### src/rtl/c2c_pkg.sv
// ----------------------------------------------------------------------------
// c2c_pkg: shared types and constants for the Cartesian to cylindrical block
// Register indexes, angle constants, CORDIC arctangent table and the records
// passed between the front end, queue and back end.
// ----------------------------------------------------------------------------
package c2c_pkg;

  // Configuration register indexes
  localparam logic [2:0] CFG_AXIS     = 3'd0;
  localparam logic [2:0] CFG_CENTRE_X = 3'd1;
  localparam logic [2:0] CFG_CENTRE_Y = 3'd2;
  localparam logic [2:0] CFG_CENTRE_Z = 3'd3;
  localparam logic [2:0] CFG_DEAD     = 3'd4;

  // Axis codes
  localparam logic [1:0] AXIS_X   = 2'd0;
  localparam logic [1:0] AXIS_Y   = 2'd1;
  localparam logic [1:0] AXIS_Z   = 2'd2;
  localparam logic [1:0] AXIS_BAD = 2'd3;

  localparam int unsigned RadW   = 32;
  localparam int unsigned AngW   = 19;
  localparam int unsigned DeadW  = 16;
  localparam int unsigned ZW     = 32;

  // Angles in Q3.16
  localparam logic [AngW-1:0] ANG_HALF_PI       = 19'd102944;
  localparam logic [AngW-1:0] ANG_PI            = 19'd205887;
  localparam logic [AngW-1:0] ANG_THREE_HALF_PI = 19'd308831;
  localparam logic [AngW-1:0] ANG_TWO_PI        = 19'd411775;

  // CORDIC gain compensation in Q0.16
  localparam logic [16:0] GAIN_Q16 = 17'd39797;

  // Quadrant flags and item kind from the front end
  typedef struct packed {
    logic last;
    logic err;
    logic u_pos;
    logic u_neg;
    logic v_pos;
    logic v_neg;
  } cls_t;

  localparam int unsigned ClsW = 6;

  // One result record
  typedef struct packed {
    logic [RadW-1:0] radius;
    logic [AngW-1:0] angle;
    logic            eol;
    logic            err;
  } res_t;

  // Arctangent of 2^-i in Q3.28
  function automatic logic [ZW-1:0] atan_q28(input logic [4:0] idx);
    logic [ZW-1:0] val;
    case (idx)
      5'd0:    val = 32'd210828714;
      5'd1:    val = 32'd124459457;
      5'd2:    val = 32'd65760959;
      5'd3:    val = 32'd33381290;
      5'd4:    val = 32'd16755422;
      5'd5:    val = 32'd8385879;
      5'd6:    val = 32'd4193963;
      5'd7:    val = 32'd2097109;
      5'd8:    val = 32'd1048571;
      5'd9:    val = 32'd524287;
      5'd10:   val = 32'd262144;
      5'd11:   val = 32'd131072;
      5'd12:   val = 32'd65536;
      5'd13:   val = 32'd32768;
      5'd14:   val = 32'd16384;
      5'd15:   val = 32'd8192;
      5'd16:   val = 32'd4096;
      5'd17:   val = 32'd2048;
      5'd18:   val = 32'd1024;
      5'd19:   val = 32'd512;
      5'd20:   val = 32'd256;
      5'd21:   val = 32'd128;
      5'd22:   val = 32'd64;
      5'd23:   val = 32'd32;
      default: val = '0;
    endcase
    return val;
  endfunction

endpackage

### src/rtl/c2c_front.sv
// ----------------------------------------------------------------------------
// c2c_front: input stage
// Accepts points, forms the in-plane offsets for the selected axis, takes
// their magnitudes and classifies the quadrant against the dead band.
// ----------------------------------------------------------------------------
module c2c_front #(
  parameter int unsigned COORD_BITS = 32
) (
  input  logic                      clk_i,
  input  logic                      rst_ni,
  input  logic                      in_valid_i,
  output logic                      in_stall_o,
  input  logic [COORD_BITS-1:0]     point_x_i,
  input  logic [COORD_BITS-1:0]     point_y_i,
  input  logic [COORD_BITS-1:0]     point_z_i,
  input  logic                      last_point_i,
  input  logic [1:0]                axis_i,
  input  logic [COORD_BITS-1:0]     centre_x_i,
  input  logic [COORD_BITS-1:0]     centre_y_i,
  input  logic [COORD_BITS-1:0]     centre_z_i,
  input  logic [c2c_pkg::DeadW-1:0] dead_band_i,
  output logic                      push_o,
  input  logic                      full_i,
  output logic [COORD_BITS:0]       au_o,
  output logic [COORD_BITS:0]       av_o,
  output c2c_pkg::cls_t             cls_o
);

  localparam int unsigned OW = COORD_BITS + 1;

  logic signed [OW-1:0] u, v, dbs;
  logic [COORD_BITS-1:0] pu, pv, cu, cv;
  logic                  accept;
  logic                  valid_q, valid_d;
  logic [OW-1:0]         au_q, av_q;
  c2c_pkg::cls_t         cls_q;

  // Pick the in-plane pair for the axis
  always_comb begin
    case (axis_i)
      c2c_pkg::AXIS_X: begin
        pu = point_y_i; cu = centre_y_i; pv = point_z_i; cv = centre_z_i;
      end
      c2c_pkg::AXIS_Y: begin
        pu = point_z_i; cu = centre_z_i; pv = point_x_i; cv = centre_x_i;
      end
      default: begin
        pu = point_x_i; cu = centre_x_i; pv = point_y_i; cv = centre_y_i;
      end
    endcase
  end

  assign u   = $signed({pu[COORD_BITS-1], pu}) - $signed({cu[COORD_BITS-1], cu});
  assign v   = $signed({pv[COORD_BITS-1], pv}) - $signed({cv[COORD_BITS-1], cv});
  assign dbs = $signed({{(OW-c2c_pkg::DeadW){1'b0}}, dead_band_i});

  assign push_o     = valid_q && !full_i;
  assign in_stall_o = valid_q && full_i;
  assign accept     = in_valid_i && !in_stall_o;
  assign valid_d    = accept || (valid_q && !push_o);

  // Hold the classified item until the queue takes it
  always_ff @(posedge clk_i or negedge rst_ni) begin
    if (!rst_ni) begin
      valid_q <= 1'b0;
    end else begin
      valid_q <= valid_d;
    end
  end

  always_ff @(posedge clk_i) begin
    if (accept) begin
      au_q        <= u[OW-1] ? OW'(-u) : OW'(u);
      av_q        <= v[OW-1] ? OW'(-v) : OW'(v);
      cls_q.last  <= last_point_i;
      cls_q.err   <= (axis_i == c2c_pkg::AXIS_BAD);
      cls_q.u_pos <= (u > dbs);
      cls_q.u_neg <= (u < -dbs);
      cls_q.v_pos <= (v > dbs);
      cls_q.v_neg <= (v < -dbs);
    end
  end

  assign au_o  = au_q;
  assign av_o  = av_q;
  assign cls_o = cls_q;

endmodule

### src/rtl/c2c_queue.sv
// ----------------------------------------------------------------------------
// c2c_queue: two-entry queue
// Decouples the input stage from the CORDIC back end.
// ----------------------------------------------------------------------------
module c2c_queue #(
  parameter int unsigned DW = 72
) (
  input  logic          clk_i,
  input  logic          rst_ni,
  input  logic          push_i,
  input  logic [DW-1:0] wdata_i,
  output logic          full_o,
  input  logic          pop_i,
  output logic          empty_o,
  output logic [DW-1:0] rdata_o
);

  logic [DW-1:0] mem_q [2];
  logic          wp_q, rp_q;
  logic [1:0]    cnt_q;

  assign full_o  = (cnt_q == 2'd2);
  assign empty_o = (cnt_q == 2'd0);
  assign rdata_o = mem_q[rp_q];

  // Advance pointers and count
  always_ff @(posedge clk_i or negedge rst_ni) begin
    if (!rst_ni) begin
      wp_q  <= 1'b0;
      rp_q  <= 1'b0;
      cnt_q <= 2'd0;
    end else begin
      if (push_i) begin
        wp_q <= !wp_q;
      end
      if (pop_i) begin
        rp_q <= !rp_q;
      end
      if (push_i && !pop_i) begin
        cnt_q <= cnt_q + 2'd1;
      end else if (pop_i && !push_i) begin
        cnt_q <= cnt_q - 2'd1;
      end
    end
  end

  always_ff @(posedge clk_i) begin
    if (push_i) begin
      mem_q[wp_q] <= wdata_i;
    end
  end

endmodule

### src/rtl/c2c_back.sv
// ----------------------------------------------------------------------------
// c2c_back: CORDIC back end
// Runs the iterative vectoring pass, removes the gain, places the angle by
// quadrant, applies the seam correction and sends up to two results.
// ----------------------------------------------------------------------------
module c2c_back #(
  parameter int unsigned CORDIC_STEPS = 16,
  parameter int unsigned COORD_BITS   = 32
) (
  input  logic                 clk_i,
  input  logic                 rst_ni,
  input  logic                 empty_i,
  output logic                 pop_o,
  input  logic [COORD_BITS:0]  au_i,
  input  logic [COORD_BITS:0]  av_i,
  input  c2c_pkg::cls_t        cls_i,
  output logic                 out_valid_o,
  input  logic                 out_stall_i,
  output c2c_pkg::res_t        res_o
);

  localparam int unsigned G  = 60 - COORD_BITS;
  localparam int unsigned XW = 63;
  localparam int unsigned SW = $clog2(CORDIC_STEPS);
  localparam int unsigned AW = c2c_pkg::AngW;
  localparam int unsigned RW = c2c_pkg::RadW;
  localparam int unsigned HW = XW - 1 - 16;

  typedef enum logic [2:0] {
    ST_IDLE,
    ST_RUN,
    ST_MUL,
    ST_FIN,
    ST_SEND
  } state_e;

  state_e                state_q;
  logic [SW-1:0]         step_q;
  logic signed [XW-1:0]  x_q, y_q, xs, ys;
  logic signed [c2c_pkg::ZW-1:0] z_q, atan_v;
  c2c_pkg::cls_t         cls_q;
  logic [HW+16:0]        hi_q;
  logic [15:0]           lo_q;
  logic [AW-1:0]         a_q;
  logic [XW-2:0]         xc;
  logic [c2c_pkg::ZW-1:0] zc;
  logic [20:0]           zr;

  // List state
  logic [RW-1:0]         held_r_q;
  logic [AW-1:0]         held_a_q, before_q, first_q;
  logic [1:0]            seen_q;
  logic                  held_v_q;

  c2c_pkg::res_t         out_q, spare_q;
  logic                  out_v_q, spare_v_q;

  // Finish-stage values
  logic [XW:0]           rk, rsum;
  logic [XW:0]           rsh;
  logic [RW-1:0]         rad;
  logic [AW-1:0]         th, hfix, bef_n, tfix;
  c2c_pkg::res_t         held_res, new_res, err_res;

  assign pop_o  = (state_q == ST_IDLE) && !empty_i;
  assign xs     = x_q >>> step_q;
  assign ys     = y_q >>> step_q;
  assign atan_v = $signed(c2c_pkg::atan_q28(5'(step_q)));

  // Gain removal operands and angle rounding
  assign xc = x_q[XW-1] ? '0 : x_q[XW-2:0];
  assign zc = z_q[c2c_pkg::ZW-1] ? '0 : z_q;
  assign zr = 21'((zc + 32'd2048) >> 12);

  // Radius rounding and saturation
  assign rk   = (XW+1)'(hi_q) + (XW+1)'(lo_q);
  assign rsum = rk + ((XW+1)'(1) << (G - 1));
  assign rsh  = rsum >> G;
  assign rad  = (|rsh[XW:RW]) ? '1 : rsh[RW-1:0];

  // Place the angle by quadrant
  always_comb begin
    if (cls_q.u_pos) begin
      if (cls_q.v_pos) th = a_q;
      else if (cls_q.v_neg) th = c2c_pkg::ANG_TWO_PI - a_q;
      else th = '0;
    end else if (cls_q.u_neg) begin
      if (cls_q.v_pos) th = c2c_pkg::ANG_PI - a_q;
      else if (cls_q.v_neg) th = c2c_pkg::ANG_PI + a_q;
      else th = c2c_pkg::ANG_PI;
    end else begin
      if (cls_q.v_pos) th = c2c_pkg::ANG_HALF_PI;
      else if (cls_q.v_neg) th = c2c_pkg::ANG_THREE_HALF_PI;
      else th = '0;
    end
  end

  // Seam correction
  always_comb begin
    hfix = held_a_q;
    if (seen_q >= 2'd2 && held_a_q == '0 && th == '0 && before_q != '0) begin
      hfix = c2c_pkg::ANG_TWO_PI;
    end
    bef_n = held_v_q ? hfix : before_q;
    tfix  = th;
    if (seen_q >= 2'd2 && th == '0 && first_q == '0 && bef_n != '0) begin
      tfix = c2c_pkg::ANG_TWO_PI;
    end
    held_res = '{radius: held_r_q, angle: held_a_q, eol: 1'b0, err: 1'b0};
    if (!cls_q.err) begin
      held_res.angle = hfix;
    end
    new_res = '{radius: rad, angle: tfix, eol: 1'b1, err: 1'b0};
    err_res = '{radius: '0, angle: '0, eol: cls_q.last, err: 1'b1};
  end

  // Control
  always_ff @(posedge clk_i or negedge rst_ni) begin
    if (!rst_ni) begin
      state_q   <= ST_IDLE;
      step_q    <= '0;
      out_v_q   <= 1'b0;
      spare_v_q <= 1'b0;
      out_q     <= '0;
      spare_q   <= '0;
      held_v_q  <= 1'b0;
      seen_q    <= 2'd0;
      held_r_q  <= '0;
      held_a_q  <= '0;
      before_q  <= '0;
      first_q   <= '0;
    end else begin
      case (state_q)
        ST_IDLE: begin
          if (!empty_i) begin
            step_q  <= '0;
            state_q <= cls_i.err ? ST_FIN : ST_RUN;
          end
        end
        ST_RUN: begin
          if (step_q == SW'(CORDIC_STEPS - 1)) begin
            state_q <= ST_MUL;
          end
          step_q <= step_q + SW'(1);
        end
        ST_MUL: begin
          state_q <= ST_FIN;
        end
        ST_FIN: begin
          if (cls_q.err) begin
            out_v_q   <= 1'b1;
            out_q     <= held_v_q ? held_res : err_res;
            spare_q   <= err_res;
            spare_v_q <= held_v_q;
            held_v_q  <= 1'b0;
            seen_q    <= 2'd0;
            state_q   <= ST_SEND;
          end else begin
            if (held_v_q) begin
              before_q <= hfix;
            end
            if (cls_q.last) begin
              out_v_q   <= 1'b1;
              out_q     <= held_v_q ? held_res : new_res;
              spare_q   <= new_res;
              spare_v_q <= held_v_q;
              held_v_q  <= 1'b0;
              seen_q    <= 2'd0;
              state_q   <= ST_SEND;
            end else begin
              if (seen_q == 2'd0) begin
                first_q <= th;
              end
              held_r_q <= rad;
              held_a_q <= th;
              held_v_q <= 1'b1;
              if (seen_q != 2'd2) begin
                seen_q <= seen_q + 2'd1;
              end
              if (held_v_q) begin
                out_v_q <= 1'b1;
                out_q   <= held_res;
                state_q <= ST_SEND;
              end else begin
                state_q <= ST_IDLE;
              end
            end
          end
        end
        ST_SEND: begin
          if (!out_stall_i) begin
            if (spare_v_q) begin
              out_q     <= spare_q;
              spare_v_q <= 1'b0;
            end else begin
              out_v_q <= 1'b0;
              state_q <= ST_IDLE;
            end
          end
        end
        default: begin
          state_q <= ST_IDLE;
        end
      endcase
    end
  end

  // CORDIC datapath
  always_ff @(posedge clk_i) begin
    case (state_q)
      ST_IDLE: begin
        if (!empty_i) begin
          cls_q <= cls_i;
          x_q   <= $signed({{(XW-COORD_BITS-1-G){1'b0}}, au_i, {G{1'b0}}});
          y_q   <= $signed({{(XW-COORD_BITS-1-G){1'b0}}, av_i, {G{1'b0}}});
          z_q   <= '0;
        end
      end
      ST_RUN: begin
        if (y_q > 0) begin
          x_q <= x_q + ys;
          y_q <= y_q - xs;
          z_q <= z_q + atan_v;
        end else begin
          x_q <= x_q - ys;
          y_q <= y_q + xs;
          z_q <= z_q - atan_v;
        end
      end
      ST_MUL: begin
        hi_q <= xc[XW-2:16] * c2c_pkg::GAIN_Q16;
        lo_q <= 16'((32'(xc[15:0]) * 32'(c2c_pkg::GAIN_Q16)) >> 16);
        a_q  <= (zr > 21'(c2c_pkg::ANG_HALF_PI)) ? c2c_pkg::ANG_HALF_PI : zr[AW-1:0];
      end
      default: begin
      end
    endcase
  end

  assign out_valid_o = out_v_q;
  assign res_o       = out_q;

endmodule

### src/rtl/cartesian_to_cylindrical.sv
// ----------------------------------------------------------------------------
// cartesian_to_cylindrical: streaming Cartesian to cylindrical conversion
// Turns Q15.16 mesh points into radius and angle about a configured axis,
// with results one point behind for the seam correction.
// ----------------------------------------------------------------------------
//   channel | handshake                | payload
//   --------+--------------------------+-------------------------------------
//   input   | in_valid_i / in_stall_o  | point_x/y/z_i, last_point_i
//   output  | out_valid_o / out_stall_i| radius_o, angle_o, end_of_list_o,
//           |                          | axis_error_o
//   config  | cfg_we_i                 | cfg_idx_i, cfg_wdata_i
//
// In the back end a point runs one CORDIC iteration per cycle, then the gain
// multiply and finish, and then sends its results, which out_stall_i can
// hold; a point with a bad axis skips the iterations and the gain multiply.
// A two-entry queue lets the input side keep accepting while the back end
// works or the output is stalled. Reset clears all list state and restores
// axis Z with a zero centre and dead band.
// ----------------------------------------------------------------------------
module cartesian_to_cylindrical #(
  parameter int unsigned CORDIC_STEPS = 16,
  parameter int unsigned COORD_BITS   = 32
) (
  input  logic                       clk_i,
  input  logic                       rst_ni,
  input  logic                       cfg_we_i,
  input  logic [2:0]                 cfg_idx_i,
  input  logic [COORD_BITS-1:0]      cfg_wdata_i,
  input  logic                       in_valid_i,
  output logic                       in_stall_o,
  input  logic [COORD_BITS-1:0]      point_x_i,
  input  logic [COORD_BITS-1:0]      point_y_i,
  input  logic [COORD_BITS-1:0]      point_z_i,
  input  logic                       last_point_i,
  output logic                       out_valid_o,
  input  logic                       out_stall_i,
  output logic [c2c_pkg::RadW-1:0]   radius_o,
  output logic [c2c_pkg::AngW-1:0]   angle_o,
  output logic                       end_of_list_o,
  output logic                       axis_error_o
);

  localparam int unsigned OW = COORD_BITS + 1;
  localparam int unsigned DW = 2 * OW + c2c_pkg::ClsW;

  logic [1:0]                  axis_q;
  logic [COORD_BITS-1:0]       cx_q, cy_q, cz_q;
  logic [c2c_pkg::DeadW-1:0]   db_q;

  logic                        push, full, pop, empty;
  logic [OW-1:0]               f_au, f_av;
  c2c_pkg::cls_t               f_cls, q_cls;
  logic [DW-1:0]               q_rdata;
  c2c_pkg::res_t               res;

  // Configuration registers
  always_ff @(posedge clk_i or negedge rst_ni) begin
    if (!rst_ni) begin
      axis_q <= c2c_pkg::AXIS_Z;
      cx_q   <= '0;
      cy_q   <= '0;
      cz_q   <= '0;
      db_q   <= '0;
    end else if (cfg_we_i) begin
      case (cfg_idx_i)
        c2c_pkg::CFG_AXIS:     axis_q <= cfg_wdata_i[1:0];
        c2c_pkg::CFG_CENTRE_X: cx_q   <= cfg_wdata_i;
        c2c_pkg::CFG_CENTRE_Y: cy_q   <= cfg_wdata_i;
        c2c_pkg::CFG_CENTRE_Z: cz_q   <= cfg_wdata_i;
        c2c_pkg::CFG_DEAD:     db_q   <= cfg_wdata_i[c2c_pkg::DeadW-1:0];
        default: begin
        end
      endcase
    end
  end

  c2c_front #(
    .COORD_BITS (COORD_BITS)
  ) u_front (
    .clk_i        (clk_i),
    .rst_ni       (rst_ni),
    .in_valid_i   (in_valid_i),
    .in_stall_o   (in_stall_o),
    .point_x_i    (point_x_i),
    .point_y_i    (point_y_i),
    .point_z_i    (point_z_i),
    .last_point_i (last_point_i),
    .axis_i       (axis_q),
    .centre_x_i   (cx_q),
    .centre_y_i   (cy_q),
    .centre_z_i   (cz_q),
    .dead_band_i  (db_q),
    .push_o       (push),
    .full_i       (full),
    .au_o         (f_au),
    .av_o         (f_av),
    .cls_o        (f_cls)
  );

  c2c_queue #(
    .DW (DW)
  ) u_queue (
    .clk_i   (clk_i),
    .rst_ni  (rst_ni),
    .push_i  (push),
    .wdata_i ({f_au, f_av, f_cls}),
    .full_o  (full),
    .pop_i   (pop),
    .empty_o (empty),
    .rdata_o (q_rdata)
  );

  assign q_cls = q_rdata[c2c_pkg::ClsW-1:0];

  c2c_back #(
    .CORDIC_STEPS (CORDIC_STEPS),
    .COORD_BITS   (COORD_BITS)
  ) u_back (
    .clk_i       (clk_i),
    .rst_ni      (rst_ni),
    .empty_i     (empty),
    .pop_o       (pop),
    .au_i        (q_rdata[DW-1 -: OW]),
    .av_i        (q_rdata[c2c_pkg::ClsW +: OW]),
    .cls_i       (q_cls),
    .out_valid_o (out_valid_o),
    .out_stall_i (out_stall_i),
    .res_o       (res)
  );

  assign radius_o      = res.radius;
  assign angle_o       = res.angle;
  assign end_of_list_o = res.eol;
  assign axis_error_o  = res.err;

endmodule
### config.mk
export PLATFORM = sky130hd
export DESIGN_NAME = cartesian_to_cylindrical
export DESIGN_NICKNAME = d
export VERILOG_FILES = /design/src/rtl/c2c_pkg.sv /design/src/rtl/c2c_front.sv /design/src/rtl/c2c_queue.sv /design/src/rtl/c2c_back.sv /design/src/rtl/cartesian_to_cylindrical.sv
export SDC_FILE = /design/constraint.sdc
export NUM_CORES = 2
export LEC_CHECK = 0
export BUFFER_PORTS_ARGS = -buffer_cell sky130_fd_sc_hd__buf_2
export CAP_MARGIN = 20
export CELL_PAD_IN_SITES_DETAIL_PLACEMENT = 0
export CELL_PAD_IN_SITES_GLOBAL_PLACEMENT = 1
export CORE_MARGIN = 4
export CORE_UTILIZATION = 47
export DETAILED_ROUTE_END_ITERATION = 8
export MAX_ROUTING_LAYER = met4
export PLACE_DENSITY = 0.87
export SLEW_MARGIN = 25
export SYNTH_ARGS = -nofsm -noshare
export SYNTH_HDL_FRONTEND = slang
export SYNTH_SLANG_ARGS = --single-unit
### constraint.sdc
create_clock -name clk_i -period 7.1 [get_ports clk_i]
set_input_delay 1.42 -clock clk_i [delete_from_list [all_inputs] [get_ports clk_i]]
set_output_delay 1.42 -clock clk_i [all_outputs]
set_load 0.01 [all_outputs]
==> impl_metrics.yaml <==
yosys:
  syn_inst: 8244
  synth-seq-cells: 803
  synth.largest_area_cell: "edfxtp_1"
  synth_edf_count: 477
  synthFlopType: "edfxtp_1"
  seq_area_frac_synth: 0.282
  synth_warnings: 0
  synthTopCellsByArea: "edfxtp_1, fa_1, ha_1"
  synth.most_common_cell: "ha_1"
  synth_top_area_frac: 0.179
  synth_common_cells: "ha_1, inv_1, nand2_1, nor2_1, a21oi_1"
  synthArstFlopShare: 0.406
  syn_avg_cell_area_sq_um: 9.69
  ys_types: 98
  netlist_area_sq_um: 79800
floorplan:
  coreArea_sq_um: 169000
  rows: 151
  io_pins: 192
  die_w_um: 420
  start_util: 0.472
  die_area_sq_um: 177000
  die_y_um: 420
min_path:
  hold_class: "reg2reg"
  hold_end: "u_queue.mem_q[1][41]$_DFFE_PP_"
  hold_depth: 0
  min_from: "u_front.au_o[2]$_DFFE_PP_"
sta:
  slew_viol_final: 0
  timing.fmax_mhz: 143
  finalCritPeriodShare: 0.988
  period_needed_ns: 7.02
  finalSetupViolCount: 0
  tightest_slew_ns: 1.11
  relSlewSlack: 0.252
  fin_skew_ns: 0.0386
  rsz0062_at_grt: "yes"
  hold_viol: 0
global_routing:
  grt_usage: 0.284
  grt_max_degree: 203
  grt_pass1_wl_um: 384000
  grt_pass1_vias: 67500
  grt_antenna_before_repair: 8
  grt-ovfl-total: 0
clocking:
  cts_tree: "yes"
  clk_pin_slew_ns: 0.06
  cts_buffer_depth: 3
  cts_hold_repair.buffers: 0
  root_buffer: "clkbuf_16"
  htreeDepth: 3
  cts_made_buffers: 95
  cts_sinks: 803
  clk_latency_ns: 0.74
placement:
  dp_hpwl_um: 194000
  port_buffers: 191
  routabilityCongestion: 1.02
setup_path:
  ff2ff_setup_slack_ns: 0.08
  worstPathRequired_ns: 7.58
  end_kind: "flop"
  cp_max_fo: 6
  reg2reg_depth: 27
  crit_type: "reg2reg"
  start_kind: "flop"
  rr_startpoint: "u_back.step_q[0]$_DFFE_PN0P_"
  arrival_ns: 7.49
  r2r-end: "u_back.x_q[62]$_SDFFCE_PN0P_"
layout:
  n_fill_cell: 14900
  area_delta_synth_final_pct: 17.3
  antenna_cells: 0
  fin_util: 0.554
  drive_gt1_frac: 0.200
  fin_nets: 10400
detailed_routing:
  vias: 66500
  wl_um: 246000
  drt_iter0_markers: 5382
  vias_per_cell: 5.86
  dr.pass1.iters: 7
  antenna_left: 0
  drc: 0
  wl_per_cell_um: 21.7
run_status:
  status: "complete, no violations"
job:
  cap_violations: 0
==> worst max-delay path by stage <==
| stage | from | end | slack (ns) | cells after the start |
|---|---|---|---|---|
| 6_report | u_back.step_q[0]$_DFFE_PN0P_ | u_back.x_q[62]$_SDFFCE_PN0P_ | 0.08 | 27 |
| 5_1_grt | u_back.x_q[62]$_SDFFCE_PN0P_ | u_back.hi_q[61]$_DFFE_PN_ | -0.20 | 27 |
| 4_1_cts | u_back.x_q[62]$_SDFFCE_PN0P_ | u_back.hi_q[61]$_DFFE_PN_ | -0.06 | 26 |
| 3_5_place_dp | u_back.x_q[62]$_SDFFCE_PN0P_ | u_back.hi_q[61]$_DFFE_PN_ | -0.50 | 25 |
| 3_3_place_gp | u_back.x_q[62]$_SDFFCE_PN0P_ | u_back.hi_q[61]$_DFFE_PN_ | -0.35 | 28 |
| 2_1_floorplan | u_back.x_q[62]$_SDFFCE_PN0P_ | u_back.hi_q[49]$_DFFE_PN_ | -0.004 | 26 |
==> cell type report <==
type	count	area [sq um]	area share
multi-input combinational	6388	54500	0.581
sequential	803	22500	0.240
timing repair buffer	1054	8030	0.0857
tap	2218	2780	0.0296
inverter	710	2690	0.0287
clock buffer	124	2660	0.0284
clock inverter	52	568	0.00606
==> routing by layer <==
metal / global-route usage / wire (um) / vias up
met5: - / 0 / -
met1: 0.347 / 100000 / 32500
li1: - / - / 31200
met2: 0.475 / 119000 / 2204
met4: 0.121 / 12500 / 0
met3: 0.0356 / 13700 / 623
==> through the flow <==
stage,setup TNS [ns],hold WS [ns],area [sq um],setup slack [ns],instances
4_1_cts,-0.0618,0.436,92400,-0.0618,11300
3_5_place_dp,-4.94,0.432,88700,-0.503,11100
6_report,0,0.436,93700,0.0841,11300
2_1_floorplan,-0.00435,0.421,79900,-0.00435,8245
3_3_place_gp,-2.69,0.423,88600,-0.352,11100
5_1_grt,-1.54,0.445,93700,-0.204,11300
==> sequential cells by signal (all words and copies together), names as in the netlist, 33 cells and up <==
name            flops
u_back.hi_q        62
u_back.res_o       53
u_back.spare_q     53
u_back.x_q         63
u_back.y_q         63
u_front.au_o       33
u_front.av_o       33
u_queue.mem_q     144
==> worst max-delay path, stage by stage (launching register included) <==
cell      delay, ns
dfrtp_4        0.48
buf_12         0.15
mux4_2         0.52
mux4_2         0.49
or4_4          0.57
nand2b_4       0.18
or4b_4         0.50
nor2b_4        0.13
and3_4         0.21
nand3_4        0.09
or3_4          0.44
o21ai_2        0.13
xor2_1         0.18
ha_1           0.26
a21o_1         0.16
a21o_1         0.18
a21oi_2        0.15
nor2b_1        0.06
o21ai_1        0.14
nand2_1        0.09
a221o_1        0.45
a211oi_2       0.30
o22ai_1        0.11
a221oi_1       0.27
buf_4          0.16
xor2_1         0.12
nor2_1         0.06
buf_4          0.15
==> cells in the final DEF (no fill, tap or decap), drive strengths merged, types with 21 or more instances in the layout <==
cell type and count:
a2111oi 22, a211o 21, a211oi 54, a21boi 24, a21o 184, a21oi 569, a31oi 77, and2 41
and3 59, buf 1049, clkbuf 128, clkinv 30, dfrtp 325, edfxtp 477, fa 450, ha 718
inv 712, mux2 176, mux2i 253, mux4 173, nand2 672, nand2b 114, nand3 130, nand4 67
nor2 578, nor2b 102, nor3 136, nor3b 30, nor4 65, o2111ai 22, o211ai 32, o21a 86
o21ai 568, o21bai 51, o31ai 54, or2 26, or3 47, xnor2 330, xor2 197
==> repair_timing <==
| item | CTS | global route |
|---|---|---|
| cloned | 1 | 4 |
| endpoints found under the setup margin | 40 | 75 |
| pin swaps | 33 | 117 |
| gates resized for setup | 84 | 174 |
| buffers inserted | 8 | 45 |
==> cell families (layout without fill, tap and decap cells) <==
kind of cell / Yosys count / after routing / share of synthesized area
adder cells (fa/ha/maj): 1169 / 1169 / 0.225
multiplexers: 602 / 602 / 0.105
AND/OR/NAND/NOR: 2141 / 2141 / 0.128
other: 1 / 2 / 0.0000470
flip-flops: 803 / 803 / 0.282
AO/OA/AOI/OAI: 1947 / 1947 / 0.150
buffers and inverters: 1054 / 1940 / 0.0518
XOR/XNOR: 527 / 527 / 0.0578
Power is left out: the tool's default activity adds up to more than one toggle a clock period on the data nets, which glitch-free logic cannot reach.
